$ cat config.mk
export PLATFORM = sky130hd
export DESIGN_NAME = trimmed_mean_range_filter
export DESIGN_NICKNAME = d
export VERILOG_FILES = /design/src/rtl/core/tmrf_pkg.sv /design/src/rtl/core/trimmed_mean_range_filter.sv /design/src/rtl/core/tmrf_ctrl.sv /design/src/rtl/core/tmrf_datapath.sv
export SDC_FILE = /design/constraint.sdc
export NUM_CORES = 1
export LEC_CHECK = 0
export ABC_AREA = 1
export BUFFER_PORTS_ARGS = -buffer_cell sky130_fd_sc_hd__buf_2
export CAP_MARGIN = 5
export CORE_MARGIN = 2
export CORE_UTILIZATION = 36
export DETAILED_ROUTE_END_ITERATION = 8
export PLACE_DENSITY = 0.51
export SETUP_SLACK_MARGIN = 0.5
export SLEW_MARGIN = 20
export SYNTH_ARGS = -nofsm -noshare
export SYNTH_HDL_FRONTEND = slang
export SYNTH_SLANG_ARGS = --single-unit
$ cat constraint.sdc
create_clock -name clk -period 2.93 [get_ports clk]
set_input_delay 0 -clock clk [delete_from_list [all_inputs] [get_ports clk]]
set_output_delay 0 -clock clk [all_outputs]
set_load 0.02 [all_outputs]
$ cat src/rtl/core/tmrf_pkg.sv
`timescale 1ns / 1ps

package tmrf_pkg;

  localparam int SAMPLE_W    = 12;
  localparam int DIST_W      = 16;
  localparam int STAT_W      = 8;
  localparam int IN_TDATA_W  = 32;
  localparam int OUT_TDATA_W = 48;

  localparam logic [DIST_W-1:0]   BAND_LOW      = 16'd30;
  localparam logic [DIST_W-1:0]   BAND_HIGH     = 16'd4000;
  localparam logic [DIST_W-1:0]   ABSENT_VALUE  = 16'd2002;
  localparam logic [DIST_W-1:0]   NEAR_LIMIT    = 16'd200;
  localparam logic [DIST_W-1:0]   RANGE_HIGH    = 16'd3000;
  localparam logic [SAMPLE_W-1:0] TARGET_RESET  = 12'd500;
  localparam int                  PASS_COUNT    = 3;
  localparam int                  SAMPLE_MAX    = 4000;

  typedef struct packed {
    logic capture;
    logic step_load;
    logic scan_step;
    logic div_init;
    logic div_step;
    logic avg_load;
    logic add;
    logic out_load;
  } cmd_t;

  typedef struct packed {
    logic skip;
    logic use_last;
    logic scan_last;
    logic div_last;
    logic out_free;
  } sts_t;

endpackage

$ cat src/rtl/core/trimmed_mean_range_filter.sv
`timescale 1ns / 1ps

// Trimmed-mean range filter with offset calibration.
// in_*  : one range request per transfer; out_* : one result per request.
// cfg_* : write the reference distance (30..4000 mm) while idle; other values
// are dropped.
// One request is processed at a time. Steps from acceptance to out_tvalid:
//   absent sensor or nonzero status : load, output
//   out-of-band reading or fewer than three held readings : load, add, output
//   trimmed mean : load, scan of the held readings (up to WINDOW_DEPTH), divide
//   over the dividend width (15 bits at depth 7), average load, add, output.
// The window scan reads one held reading a cycle; the divider yields one
// quotient bit a cycle. in_tready is high only while no request is in work.
// A finished result waits in the output register; if out_tready stays low the
// next request is still accepted and processed, then holds until the register
// frees. Reset (rst_n low, synchronous) empties the window, sets the held and
// last averages to 2002, clears the offset and calibrated flag, and sets
// the reference distance to 500.
module trimmed_mean_range_filter
  import tmrf_pkg::*;
#(
  parameter int WINDOW_DEPTH = 7
) (
  input  logic                   clk,
  input  logic                   rst_n,
  input  logic                   in_tvalid,
  output logic                   in_tready,
  // sensor_present, distance_mm[15:0], range_status[7:0], calib_request, pad
  input  logic [IN_TDATA_W-1:0]  in_tdata,
  output logic                   out_tvalid,
  input  logic                   out_tready,
  // filtered_mm[15:0], raw_mm[15:0], error_code[7:0], sensor_ok_flag,
  // near_flag, in_range_flag, calibrated_flag, pad
  output logic [OUT_TDATA_W-1:0] out_tdata,
  input  logic                   cfg_wen,
  input  logic [SAMPLE_W-1:0]    cfg_wdata
);

  cmd_t cmd;
  sts_t sts;

  tmrf_ctrl u_ctrl (
    .clk       (clk),
    .rst_n     (rst_n),
    .in_tvalid (in_tvalid),
    .in_tready (in_tready),
    .sts       (sts),
    .cmd       (cmd)
  );

  tmrf_datapath #(
    .WINDOW_DEPTH (WINDOW_DEPTH)
  ) u_datapath (
    .clk        (clk),
    .rst_n      (rst_n),
    .in_tdata   (in_tdata),
    .out_tvalid (out_tvalid),
    .out_tready (out_tready),
    .out_tdata  (out_tdata),
    .cfg_wen    (cfg_wen),
    .cfg_wdata  (cfg_wdata),
    .cmd        (cmd),
    .sts        (sts)
  );

endmodule

$ cat src/rtl/core/tmrf_ctrl.sv
`timescale 1ns / 1ps

module tmrf_ctrl
  import tmrf_pkg::*;
(
  input  logic clk,
  input  logic rst_n,
  input  logic in_tvalid,
  output logic in_tready,
  input  sts_t sts,
  output cmd_t cmd
);

  typedef enum logic [7:0] {
    S_IDLE = 8'b0000_0001,
    S_LOAD = 8'b0000_0010,
    S_SCAN = 8'b0000_0100,
    S_DIVI = 8'b0000_1000,
    S_DIV  = 8'b0001_0000,
    S_AVG  = 8'b0010_0000,
    S_ADD  = 8'b0100_0000,
    S_DONE = 8'b1000_0000
  } state_t;

  state_t state_r, state_nxt;

  always_comb begin
    state_nxt = state_r;
    cmd       = '0;
    in_tready = 1'b0;
    unique case (state_r)
      S_IDLE: begin
        in_tready = 1'b1;
        if (in_tvalid) begin
          cmd.capture = 1'b1;
          state_nxt   = S_LOAD;
        end
      end
      S_LOAD: begin
        cmd.step_load = 1'b1;
        priority if (sts.skip) state_nxt = S_DONE;
        else if (sts.use_last) state_nxt = S_ADD;
        else state_nxt = S_SCAN;
      end
      S_SCAN: begin
        cmd.scan_step = 1'b1;
        if (sts.scan_last) state_nxt = S_DIVI;
      end
      S_DIVI: begin
        cmd.div_init = 1'b1;
        state_nxt    = S_DIV;
      end
      S_DIV: begin
        cmd.div_step = 1'b1;
        if (sts.div_last) state_nxt = S_AVG;
      end
      S_AVG: begin
        cmd.avg_load = 1'b1;
        state_nxt    = S_ADD;
      end
      S_ADD: begin
        cmd.add   = 1'b1;
        state_nxt = S_DONE;
      end
      S_DONE: begin
        if (sts.out_free) begin
          cmd.out_load = 1'b1;
          state_nxt    = S_IDLE;
        end
      end
      default: state_nxt = S_IDLE;
    endcase
  end

  always_ff @(posedge clk) begin
    if (!rst_n) begin
      state_r <= S_IDLE;
    end else begin
      state_r <= state_nxt;
    end
  end

  a_accept_leads_to_load: assert property (@(posedge clk) disable iff (!rst_n)
    (in_tvalid && in_tready) |=> (state_r == S_LOAD))
    else $error("accepted request did not enter load step");

  a_div_exits_to_avg: assert property (@(posedge clk) disable iff (!rst_n)
    (state_r == S_DIV && sts.div_last) |=> (state_r == S_AVG))
    else $error("division end not followed by average load");

  a_ready_only_idle: assert property (@(posedge clk) disable iff (!rst_n)
    in_tready |-> !cmd.out_load && !cmd.step_load)
    else $error("ready raised while an item is in progress");

endmodule

$ cat src/rtl/core/tmrf_datapath.sv
`timescale 1ns / 1ps

module tmrf_datapath
  import tmrf_pkg::*;
#(
  parameter int WINDOW_DEPTH = 7
) (
  input  logic                   clk,
  input  logic                   rst_n,
  input  logic [IN_TDATA_W-1:0]  in_tdata,
  output logic                   out_tvalid,
  input  logic                   out_tready,
  output logic [OUT_TDATA_W-1:0] out_tdata,
  input  logic                   cfg_wen,
  input  logic [SAMPLE_W-1:0]    cfg_wdata,
  input  cmd_t                   cmd,
  output sts_t                   sts
);

  localparam int IDX_W      = $clog2(WINDOW_DEPTH);
  localparam int CNT_W      = $clog2(WINDOW_DEPTH + 1);
  localparam int SUM_W      = $clog2(WINDOW_DEPTH * SAMPLE_MAX + 1);
  localparam int DIV_CNT_W  = $clog2(SUM_W);

  logic                 present_r, req_r;
  logic [DIST_W-1:0]    dist_r;
  logic [STAT_W-1:0]    status_r;

  logic [SAMPLE_W-1:0]  window_r [WINDOW_DEPTH];
  logic [IDX_W-1:0]     wp_r, wp_nxt;
  logic [CNT_W-1:0]     fill_r, fill_nxt;
  logic [SAMPLE_W-1:0]  last_avg_r;
  logic [DIST_W-1:0]    offset_r, offset_nxt;
  logic                 calib_done_r;
  logic [DIST_W-1:0]    hold_r, filt_nxt;
  logic [SAMPLE_W-1:0]  target_r;

  logic [IDX_W-1:0]     idx_r;
  logic [SUM_W-1:0]     sum_r, sum_nxt;
  logic [SAMPLE_W-1:0]  lo_r, hi_r, sample;

  logic [SUM_W-1:0]     quo_r, quo_nxt;
  logic [CNT_W-1:0]     rem_r, rem_nxt, divisor;
  logic [CNT_W:0]       trial;
  logic                 trial_ge;
  logic [DIV_CNT_W-1:0] div_cnt_r;

  logic                 out_valid_r;
  logic [OUT_TDATA_W-1:0] out_data_r;

  logic                 out_band, do_calib, write_win;
  logic signed [DIST_W+1:0] filt_sum;
  logic [DIST_W-1:0]    raw_val;
  logic                 near_flag, in_range_flag;

  // load step decisions
  always_comb begin
    out_band  = (dist_r < BAND_LOW) || (dist_r > BAND_HIGH);
    do_calib  = present_r && req_r && (dist_r != '0);
    write_win = present_r && (status_r == '0) && !out_band;
    fill_nxt  = (fill_r < CNT_W'(WINDOW_DEPTH)) ? fill_r + CNT_W'(1) : fill_r;
    wp_nxt    = (wp_r == IDX_W'(WINDOW_DEPTH - 1)) ? '0 : wp_r + IDX_W'(1);
    offset_nxt = {{(DIST_W-SAMPLE_W){1'b0}}, target_r} - dist_r;
  end

  assign sts.skip     = !present_r || (status_r != '0);
  assign sts.use_last = out_band || (fill_nxt < CNT_W'(PASS_COUNT));

  // scan over the held window
  assign sample        = window_r[idx_r];
  assign sum_nxt       = sum_r + SUM_W'(sample);
  assign sts.scan_last = (CNT_W'(idx_r) == fill_r - CNT_W'(1));

  // restoring divider, one quotient bit a cycle
  assign divisor  = fill_r - CNT_W'(2);
  assign trial    = {rem_r, quo_r[SUM_W-1]};
  assign trial_ge = trial >= {1'b0, divisor};
  assign rem_nxt  = trial_ge ? CNT_W'(trial - {1'b0, divisor}) : CNT_W'(trial);
  assign quo_nxt  = {quo_r[SUM_W-2:0], trial_ge};
  assign sts.div_last = (div_cnt_r == DIV_CNT_W'(SUM_W - 1));

  // offset add with clamp at zero
  assign filt_sum = $signed({{(DIST_W+2-SAMPLE_W){1'b0}}, last_avg_r})
                  + $signed({{2{offset_r[DIST_W-1]}}, offset_r});
  assign filt_nxt = filt_sum[DIST_W+1] ? '0 : filt_sum[DIST_W-1:0];

  assign raw_val       = present_r ? dist_r : ABSENT_VALUE;
  assign near_flag     = (hold_r != '0) && (hold_r < NEAR_LIMIT);
  assign in_range_flag = (hold_r >= BAND_LOW) && (hold_r <= RANGE_HIGH);
  assign sts.out_free  = !out_valid_r || out_tready;

  always_ff @(posedge clk) begin
    if (!rst_n) begin
      wp_r         <= '0;
      fill_r       <= '0;
      last_avg_r   <= SAMPLE_W'(ABSENT_VALUE);
      offset_r     <= '0;
      calib_done_r <= 1'b0;
      hold_r       <= ABSENT_VALUE;
      target_r     <= TARGET_RESET;
      out_valid_r  <= 1'b0;
    end else begin
      if (cfg_wen && ({4'd0, cfg_wdata} >= BAND_LOW) && ({4'd0, cfg_wdata} <= BAND_HIGH)) begin
        target_r <= cfg_wdata;
      end
      if (cmd.step_load) begin
        if (do_calib) begin
          offset_r     <= offset_nxt;
          calib_done_r <= 1'b1;
        end
        if (!present_r) begin
          hold_r <= ABSENT_VALUE;
        end
        if (write_win) begin
          wp_r   <= wp_nxt;
          fill_r <= fill_nxt;
          if (fill_nxt < CNT_W'(PASS_COUNT)) last_avg_r <= dist_r[SAMPLE_W-1:0];
        end
      end
      if (cmd.avg_load) last_avg_r <= quo_r[SAMPLE_W-1:0];
      if (cmd.add) hold_r <= filt_nxt;
      if (cmd.out_load) begin
        out_valid_r <= 1'b1;
      end else if (out_tready) begin
        out_valid_r <= 1'b0;
      end
    end
  end

  always_ff @(posedge clk) begin
    if (cmd.capture) begin
      present_r <= in_tdata[0];
      dist_r    <= in_tdata[16:1];
      status_r  <= in_tdata[24:17];
      req_r     <= in_tdata[25];
    end
    if (cmd.step_load) begin
      if (write_win) window_r[wp_r] <= dist_r[SAMPLE_W-1:0];
      idx_r <= '0;
      sum_r <= '0;
      lo_r  <= '1;
      hi_r  <= '0;
    end
    if (cmd.scan_step) begin
      idx_r <= idx_r + IDX_W'(1);
      sum_r <= sum_nxt;
      if (sample < lo_r) lo_r <= sample;
      if (sample > hi_r) hi_r <= sample;
    end
    if (cmd.div_init) begin
      quo_r     <= sum_r - SUM_W'(lo_r) - SUM_W'(hi_r);
      rem_r     <= '0;
      div_cnt_r <= '0;
    end
    if (cmd.div_step) begin
      quo_r     <= quo_nxt;
      rem_r     <= rem_nxt;
      div_cnt_r <= div_cnt_r + DIV_CNT_W'(1);
    end
    if (cmd.out_load) begin
      out_data_r <= {4'd0, calib_done_r, in_range_flag, near_flag, present_r,
                     status_r, raw_val, hold_r};
    end
  end

  assign out_tvalid = out_valid_r;
  assign out_tdata  = out_data_r;

  a_fill_bounded: assert property (@(posedge clk) disable iff (!rst_n)
    fill_r <= CNT_W'(WINDOW_DEPTH))
    else $error("fill count beyond window depth");

  a_div_nonzero: assert property (@(posedge clk) disable iff (!rst_n)
    cmd.div_step |-> (fill_r > CNT_W'(2)))
    else $error("division started with a zero divisor");

  a_no_overwrite: assert property (@(posedge clk) disable iff (!rst_n)
    cmd.out_load |-> (!out_valid_r || out_tready))
    else $error("result overwrote an untaken result");

  a_calib_marks_done: assert property (@(posedge clk) disable iff (!rst_n)
    (cmd.step_load && do_calib) |=> calib_done_r)
    else $error("calibration did not set the done flag");

endmodule

==> results.md, run 1 <==
- Die area: 43490 sq um
- Synth top area share: 0.3868
- RePlAce Congestion: 0.8800
- Initial antenna violation count: 1
- Final instance area: 19580 sq um
- Worst slew pin tran: 692.3 ps
- Period utilization: 0.9041
- Port Buffers: between 80 and 90
- Die Span Y: 208.5 um
- CTS max path bufs: 3
- Tot GR Track Use: 0.1911
- Post-synth top area cell: edfxtp_1
- Slew margin rel.: 0.5350
- Asr flop ratio synth: 0
- Post-synth top cells: 352 x nand2_1, 194 x edfxtp_1, 193 x inv_1, 152 x nor2_1, 116 x nand3_1
- Largest net degree at the start of global routing: 45
- Setup TNS: 0 ps
- Status: complete, no violations
- Yosys reg bits: 293
- Synthesized area: 15060 sq um
- Pins Over Slew Limit: 0
- Register area share after synthesis: 0.5184
- Vias in the first global route: 11909
- Synthesis-to-layout area growth: 30.02%
- Post-DP Area: 16380 sq um
- Worst vdd ir: 0.4755 mV
- Synth cell types: 58
- Main synth FF type: edfxtp_1
- PwrDens: 648.2 nW/um^2
- Final setup fails: 0
- CTS sink cnt: between 200 and 300
- Required time at the worst-slack endpoint: ~3400 ps
- Synth area leaders: edfxtp_1 39%, dfxtp_1 13%, nand2_1 8.8%, ha_1 6.9%, inv_1 4.8%
- Antenna Violating Nets Remaining: 0
- Critical Path Sink Type: flop
- Worst path cell trace: inv_8 -> buf_12 -> o21ai_4 -> o22ai_2 -> nand2_1 -> nand2_2 -> buf_6 -> ha_4 -> nand4_1 -> nor3_2 -> nand2_1 -> o211ai_1 -> nand2_4 -> clkbuf_16 -> nand3_2 -> o21ai_1
- Via count: between 10000 and 15000
- TritonRoute pass-1 iters: 5
- Crit path DAT: between 3000 and 4000 ps
- Clk Latency, worst-skew pair: approximately 550 ps
- Number of synthesized flops with an enable pin: 194
- Core Box Area: 41020 sq um
- Slowest stage cell, crit path: dfxtp_4
- Tmin final: 2649 ps
- Most used standard cell by instance count after synthesis: nand2_1
- First-pass GRT wire length: around 65000 um
- Total Nets Final: 2043
- Die span in x: roughly 210 um
- Ports: 99
- Largest fanout on the critical path: 8
- Max incr delay on CP: between 400 and 500 ps
- RSZ-0062 raised after global routing: true
- Hold Path Class: input port to flop
- Leakage: 8.181 nW
- Setup Skew: 20.41 ps
- Routed WL: 42280 um
- Vias per cell: 4.970
- CTS tree: yes
- Initial DRC Count: 710
- Root Driver: clkbuf_16
- Core Rows: between 70 and 80
- Avg Inst Size Synth: between 9 and 10 sq um
- Clock transition at path regs: around 60 ps
- Final Hold Fails: 0
- Share of layout cells above drive strength 1: 0.2304
- Worst setup path category: flop to flop
- DP Wirelength: 29160 um
- H-tree levels: 2
- Initial core utilization: 0.3672
- Max cap viols: 0
- Critical Path Start Type: flop
- Crit path top cell by count: nand2_1
- GR Overflow Total: 0
- Wirelength per Cell: around 17 um
- DRC violations left: 0
- Max Clock Freq: between 300 and 400 MHz
- Total CTS buffers: 36
- Warnings, synthesis: 0
- Syn Inst Count: 1656
[cell families after synthesis]
| group | count (synthesis) | synth area share |
|---|---|---|
| buffers and inverters | 248 | 0.06555 |
| flip-flops | 293 | 0.5184 |
| other | 1 | 0.0002490 |
| AO/OA/AOI/OAI | 277 | 0.1037 |
| AND/OR/NAND/NOR | 699 | 0.1982 |
| adder cells (fa/ha/maj) | 99 | 0.09022 |
| multiplexers | 6 | 0.004486 |
| XOR/XNOR | 33 | 0.01919 |
[state kept, by name, indices dropped and copies added, names as in the netlist, 3 cells and up, named ones only]
name / count
u_datapath.quo_r: 15
u_datapath.out_tdata: 44
u_datapath.offset_r: 16
u_datapath.div_cnt_r: 4
u_datapath.last_avg_r: 12
u_ctrl.state_r: 8
u_datapath.sum_r: 15
u_datapath.idx_r: 3
u_datapath.window_r: 84
u_datapath.target_r: 12
u_datapath.lo_r: 12
u_datapath.status_r: 8
u_datapath.hi_r: 12
u_datapath.hold_r: 16
u_datapath.rem_r: 3
u_datapath.fill_r: 3
u_datapath.dist_r: 16
u_datapath.wp_r: 3
[repair_timing]
action                                  4_1_cts  5_1_grt
hold buffers                                 56        0
pin swaps                                    14       61
endpoints found under the setup margin      141      140
gates cloned                                  1        8
hold endpoints to repair                     60        0
gates resized for setup                      76      186
setup buffers                                17       26
[layout by cell type (no fill, tap or decap), types with 14 or more instances in the layout]
| master | instances |
|---|---|
| ha_1 | 58 |
| nor2_1 | 141 |
| nand2_2 | 23 |
| xnor2_1 | 19 |
| nand2_1 | 322 |
| nand3_1 | 97 |
| ha_4 | 23 |
| nand3_2 | 20 |
| o21ai_1 | 37 |
| buf_4 | 77 |
| nor3_1 | 16 |
| clkbuf_16 | 40 |
| dlygate4sd3_1 | 56 |
| xor2_1 | 14 |
| nand4_1 | 24 |
| edfxtp_1 | 194 |
| inv_2 | 17 |
| a21oi_2 | 14 |
| a21oi_1 | 80 |
| buf_2 | 88 |
| inv_1 | 180 |
| o21ai_0 | 55 |
| o211ai_1 | 21 |
| dfxtp_1 | 95 |
[worst paths after layout]
kind / slack [ps] / to / from / cells after the start
hold / removal: 160 / u_datapath.dist_r[9]$_DFFE_PP_ / in_tdata[10] / 2
setup / recovery: 280 / u_datapath.hi_r[9]$_DFF_P_ / flop / 16
setup reg to reg: 280 / u_datapath.hi_r[9]$_DFF_P_ / flop / 16
hold reg to reg: 430 / u_datapath.out_tdata[43]$_DFFE_PP_ / u_datapath.calib_done_r$_SDFFE_PN0P_ / 0
[report_power, final]
part	switching, mW	internal (mW)
clock network	1.81	2.56
registers	0.125	4.67
logic	1.98	1.54
total	3.92	8.77
[worst max-delay path, delay by kind of cell (launching register included)]
family / cells / cell delay (ps)
AO/OA/AOI/OAI: 4 / 430
adder cells (fa/ha/maj): 1 / 250
buffers and inverters: 4 / 550
flip-flops: 1 / 410
AND/OR/NAND/NOR: 7 / 890
[layout make-up]
| cell class | instances | area, sq um |
|---|---|---|
| well taps | 532 | 665.6 |
| flip-flops and latches | 293 | 7815 |
| diodes | 1 | 2.502 |
| repair buffers | 246 | 1992 |
| clock inverters | 25 | 221.5 |
| multi-input cells | 1118 | 7193 |
| inverters | 200 | 763.2 |
| clock buffers | 41 | 929.6 |
| fillers | 3872 | 21430 |
[layer usage]
metal / global-route usage / wire [um] / up-vias
li1: - / - / 6125
met1: 0.2469 / 18960 / 5765
met2: 0.3107 / 19760 / 248
met3: 0.04423 / 2218 / 68
met4: 0.07414 / 1337 / 0
met5: 0.004449 / 0 / -
[per-stage QoR]
step	hold slack [ps]	std cells	utilization	power, mW	setup slack [ps]
detailed placement	178.1	2281	0.3993	7.454	119.1
CTS	117.9	2421	0.4534	12.27	347.0
global placement	177.4	2281	0.3993	7.430	111.5
finish	164.2	2456	0.4774	12.69	280.9
floorplan	98.87	1659	-	6.688	206.7
global route	142.0	2456	0.4774	13.40	128.8
(Power assumes the default switching activity.)
==> inputs of run 2 (changes only) <==
MAX_ROUTING_LAYER = met4   (was unset)
PLACE_DENSITY = 0.5   (was 0.51)
==> results.md, run 2 (same netlist as run 1, synthesis figures left out) <==
- Worst path cell trace: buf_12 -> buf_4 -> o21ai_0 -> o22ai_1 -> nand2_1 -> nand2_4 -> ha_4 -> nand4_1 -> nor3_1 -> nand2_1 -> o211ai_1 -> nand2_4 -> clkbuf_16 -> nand3_1 -> o21ai_0
- Setup WS post-layout: 227.2 ps (-53.74 ps)
- Initial antenna violation count: 0 (-1)
- Worst setup path category: flop to flop
- CTS tree: yes
- Biggest register: u_datapath.window_r
- Total CTS buffers: 37 (+2.8%)
- Max cap viols: 0 (unchanged)
- Pins Over Slew Limit: 0 (unchanged)
- First-pass GRT wire length: 67080 um (+3.6%)
- Max Clock Freq: 370.0 MHz (-2.0%)
- Tmin final: 2703 ps (+53.74 ps)
- Initial DRC Count: 698 (-1.7%)
- CTS sink cnt: 293 (unchanged)
- Die Span Y: 208.5 um (unchanged)
- Critical Path Sink Type: flop
- GR Overflow Total: 0 (unchanged)
- RSZ-0062 raised after global routing: true
- Worst slew pin tran: 602.5 ps (-89.76 ps)
- Dpl ws: 80.91 ps (-38.20 ps)
- Largest net degree at the start of global routing: 35 (-22%)
- Vias in the first global route: 12274 (+3.1%)
- Tot GR Track Use: 0.2023 (+0.01128)
- RePlAce Congestion: 0.8591 (-2.4%)
- Setup TNS: 0 ps (unchanged)
- Ports: 99 (unchanged)
- Required time at the worst-slack endpoint: 3370 ps (about the same)
- Commonest non-fill, non-tap cell in the layout: nand2_1
- Core Box Area: 41020 sq um (unchanged)
- R2R Setup Slk: 230 ps (-50 ps)
- Die area: 43490 sq um (unchanged)
- Core Rows: 74 (unchanged)
- Via count: 12387 (+1.5%)
- Vias per cell: 5.007 (+0.74%)
- TritonRoute pass-1 iters: 7 (+2)
- Root Driver: clkbuf_16
- Die span in x: 208.5 um (unchanged)
- Setup Skew: 31.02 ps (+10.61 ps)
- CTS max path bufs: 3 (unchanged)
- Crit path DAT: 3150 ps (+60 ps)
- DP Wirelength: 29910 um (+2.6%)
- Clk Latency, worst-skew pair: 570 ps (+20 ps)
- Period utilization: 0.9225 (+0.01834)
- Hold Path Class: input port to flop
- Largest register FFs: 84 (unchanged)
- Slew margin rel.: 0.5979 (+0.06287)
- Status: complete, no violations
- Routed WL: 42800 um (+1.2%)
- Share of layout cells above drive strength 1: 0.2142 (-0.01616)
- Hold slack: 145.5 ps (-18.70 ps)
- Port Buffers: 88 (unchanged)
- Ant diodes: 0 (-1)
- Max incr delay on CP: 390 ps (-20 ps)
- Synthesis-to-layout area growth: 29.64%
- Critical Path Start Type: flop
- Final setup fails: 0 (unchanged)
- DRC violations left: 0 (unchanged)
- Total Nets Final: 2061 (+0.88%)
- Final Hold Fails: 0 (unchanged)
- Slowest stage cell, crit path: dfxtp_4
- Initial core utilization: 0.3672 (unchanged)
- H-tree levels: 2 (unchanged)
- Worst vdd ir: 0.5032 mV (+5.8%)
- Leakage: 8.257 nW (+0.93%)
- Clock transition at path regs: 60 ps (about the same)
- Wirelength per Cell: 17.30 um (+0.50%)
- Antenna Violating Nets Remaining: 0 (unchanged)
- PwrDens: 656.3 nW/um^2 (+1.3%)
- Commonest non-fill, non-tap cells in the layout: 322 x nand2_1, 194 x edfxtp_1, 191 x inv_1
- Largest fanout on the critical path: 6 (-2)
## run 2: cell type report
cell class / instances / area, sq um
fillers: 3892 / 21490
flip-flops and latches: 293 / 7814
multi-input cells: 1119 / 6990
repair buffers: 262 / 2083
clock buffers: 49 / 1011
inverters: 200 / 760.7
well taps: 532 / 665.6
clock inverters: 19 / 200.2
## run 2: what timing repair did
action | in CTS | in global routing
hold buffers | 56 | 0
setup buffers | 35 | 18
endpoints found under the hold margin | 55 | 0
resized for setup | 90 | 105
cloned | 3 | 5
endpoints found under the setup margin | 128 | 95
pin swaps | 13 | 50
## run 2: power breakdown
part / leakage, nW / internal [mW] / switching (mW)
registers: 2.55 / 4.67 / 0.126
logic: 5.11 / 1.54 / 1.96
clock network: 0.591 / 2.64 / 1.87
## run 2: final timing paths
path	endpoint	from	cells past startpoint
max	u_datapath.hi_r[8]$_DFF_P_	flop	15
min	u_datapath.dist_r[12]$_DFFE_PP_	in_tdata[13]	2
max reg2reg	u_datapath.hi_r[8]$_DFF_P_	flop	15
min reg2reg	u_datapath.target_r[10]$_SDFFE_PN0P_	u_datapath.target_r[10]$_SDFFE_PN0P_	2
## run 2: worst max-delay path: cells and delay by family, from the launching register on
kind                       cells  cell delay (ps)
AOI/OAI and AO/OA              4              480
adders and majority gates      1              300
buffers and inverters          3              460
DFF                            1              390
and+or+nand+nor                7              930
## run 2: per-layer routing
layer / vias up / share of wire / GRT usage / wire [um]
met3: 70 / 0.042 / 0.03200 / 1778
met2: 241 / 0.47 / 0.3323 / 20240
met4: 0 / 0.025 / 0.06379 / 1071
met1: 5927 / 0.46 / 0.2570 / 19710
li1: 6149 / - / - / -
met5: - / 0 / - / 0
## run 2: stage by stage
step	utilization	total power, mW	std cells	area [sq um]
floorplan	-	6.688	1659	15110
global placement	0.4014	7.455	2289	16460
detailed placement	0.4014	7.467	2289	16460
CTS	0.4616	12.44	2451	18930
global route	0.4760	13.51	2474	19530
finish	0.4760	12.81	2474	19530
==> inputs of run 3 (changes only) <==
CORE_ASPECT_RATIO = 1.1   (was unset)
CORE_MARGIN = unset   (was 2)
TNS_END_PERCENT = 1   (was unset)
==> results.md, run 3 (same netlist as run 1, synthesis figures left out) <==
- Total Nets Final: 2008 (-2.6%)
- Initial core utilization: 0.3648 (-0.002359)
- Wirelength per Cell: 16.64 um (-3.8%)
- Root Driver: clkbuf_16
- Multi-input gate area: 6624 sq um (-5.2%)
- Initial DRC Count: 578 (-17%)
- Ports: 99 (unchanged)
- TritonRoute pass-1 iters: 4 (-3)
- Share of layout cells above drive strength 1: 0.1607 (-0.05347)
- Commonest non-fill, non-tap cell in the layout: nand2_1
- CTS sink cnt: 293 (unchanged)
- Tot GR Track Use: 0.1995 (-0.002810)
- Final setup fails: 0 (unchanged)
- Setup Skew: 16.18 ps (-14.84 ps)
- Synthesis-to-layout area growth: 23.94%
- Largest fanout on the critical path: 19 (+13)
- Tmin final: 2625 ps (-77.48 ps)
- Antenna Violating Nets Remaining: 0 (unchanged)
- Period utilization: 0.8960 (-0.02644)
- Largest net degree at the start of global routing: 45 (+29%)
- Routed WL: 40690 um (-4.9%)
- Total CTS buffers: 34 (-8.1%)
- Fin util: 0.4522 (-0.02385)
- RePlAce Congestion: 0.8725 (+1.6%)
- Slew margin rel.: 0.5830 (-0.01490)
- Commonest non-fill, non-tap cells in the layout: 333 x nand2_1, 194 x edfxtp_1, 192 x inv_1
- Final Hold Fails: 0 (unchanged)
- Worst vdd ir: 0.4293 mV (-15%)
- PwrDens: 643.1 nW/um^2 (-2.0%)
- Filler cells: 3956 (+1.6%)
- H-tree levels: 2 (unchanged)
- Status: complete, no violations
- Initial antenna violation count: 2 (+2)
- Worst setup path category: flop to flop
- Die area: 42660 sq um (-1.9%)
- Required time at the worst-slack endpoint: 3200 ps (-170 ps)
- Largest register FFs: 84 (unchanged)
- CTS tree: yes
- Vias per cell: 4.887 (-2.4%)
- Core Rows: 78 (+5.4%)
- Max cap viols: 0 (unchanged)
- Port Buffers: 88 (unchanged)
- Critical Path Start Type: flop
- Vias in the first global route: 11864 (-3.3%)
- Clock transition at path regs: 60 ps (about the same)
- Die span in x: 197.0 um (-5.5%)
- DP Wirelength: 29370 um (-1.8%)
- Pins Over Slew Limit: 0 (unchanged)
- First-pass GRT wire length: 64240 um (-4.2%)
- Worst slew pin tran: 624.8 ps (+22.33 ps)
- Setup TNS: 0 ps (unchanged)
- Die Span Y: 216.5 um (+3.8%)
- Max Clock Freq: 380.9 MHz (+3.0%)
- Core Box Area: 41280 sq um (+0.65%)
- RSZ-0062 raised after global routing: true
- Crit path DAT: 2900 ps (-250 ps)
- CTS max path bufs: 3 (unchanged)
- Hold Path Class: input port to flop
- Critical Path Sink Type: flop
- Sequential Area: 7814 sq um (unchanged)
- DRC violations left: 0 (unchanged)
- Clk Latency, worst-skew pair: 530 ps (-40 ps)
- R2R Setup Slk: 300 ps (+80 ps)
- GR Overflow Total: 0 (unchanged)
- Leakage: 7.873 nW (-4.7%)
- Biggest register: u_datapath.window_r
- Via count: 11953 (-3.5%)
run 3: cell count changes in the layout (fill, tap and decap cells not counted), sizes merged:
cell,before,now
buf,204,155
bufinv,2,4
clkbuf,51,45
clkinv,15,11
clkinvlp,1,2
diode,0,1
nand2,356,355
run 3: layer usage:
layer | routed length, um | part of all wire | track usage
met1 | 17810 | 0.44 | 0.2342
met2 | 20290 | 0.50 | 0.3451
met3 | 1301 | 0.032 | 0.02972
met4 | 1289 | 0.032 | 0.07261
met5 | 0 | 0 | -
run 3: final timing paths:
| path | start | end | depth (start not counted) |
|---|---|---|---|
| worst max register to register | flop | u_datapath.sum_r[11]$_SDFFCE_PP0N_ | 15 |
| worst max-delay path | flop | u_datapath.sum_r[11]$_SDFFCE_PP0N_ | 15 |
| worst min register to register | u_datapath.calib_done_r$_SDFFE_PN0P_ | u_datapath.out_tdata[43]$_DFFE_PP_ | 0 |
| worst min-delay path | in_tdata[14] | u_datapath.dist_r[13]$_DFFE_PP_ | 2 |
run 3: per-stage QoR:
step,instances,power [mW],area [sq um],hold slack [ps],worst slack [ps]
2_1_floorplan,1659,6.676,15070,98.87,206.7
3_3_place_gp,2319,7.489,16490,176.9,13.20
3_5_place_dp,2319,7.511,16490,178.1,21.03
4_1_cts,2443,12.05,18500,144.7,315.6
5_1_grt,2446,12.69,18670,165.2,149.4
6_report,2446,12.00,18670,173.6,304.7
run 3: report_power, final:
group	switching, mW	leakage (nW)	internal [mW]
registers	0.138	2.55	4.67
logic	1.75	4.77	1.13
clock network	1.71	0.550	2.61
run 3: timing repair:
action                     in CTS  in global routing
setup buffers                   5                  1
resized for setup              64                 48
setup endpoints to repair      99                155
pin swaps                      11                 18
hold buffers                   56                  0
gates cloned                    2                  1
hold endpoints to repair       54                  0
run 3: cell type report:
| cell class | count | area share |
|---|---|---|
| timing repair inverter | 1 | 0.0004022 |
| clock buffer | 44 | 0.04980 |
| antenna | 1 | 0.0001341 |
| inverter | 200 | 0.04035 |
| tap | 560 | 0.03754 |
| clock inverter | 17 | 0.01066 |
| timing repair buffer | 212 | 0.08767 |
| sequential | 293 | 0.4186 |
| multi-input combinational | 1118 | 0.3548 |
run 3: critical path, stage by stage (launching register included):
cell,delay [ps]
dfxtp_4,390
buf_6,150
buf_12,160
o21ai_1,80
o22ai_1,190
nand2_1,130
nand2_4,110
ha_4,210
nand2_1,120
inv_1,60
nand2_1,70
nand2_1,100
nand3b_1,230
a31o_2,240
nor2_1,90
nor2_1,50
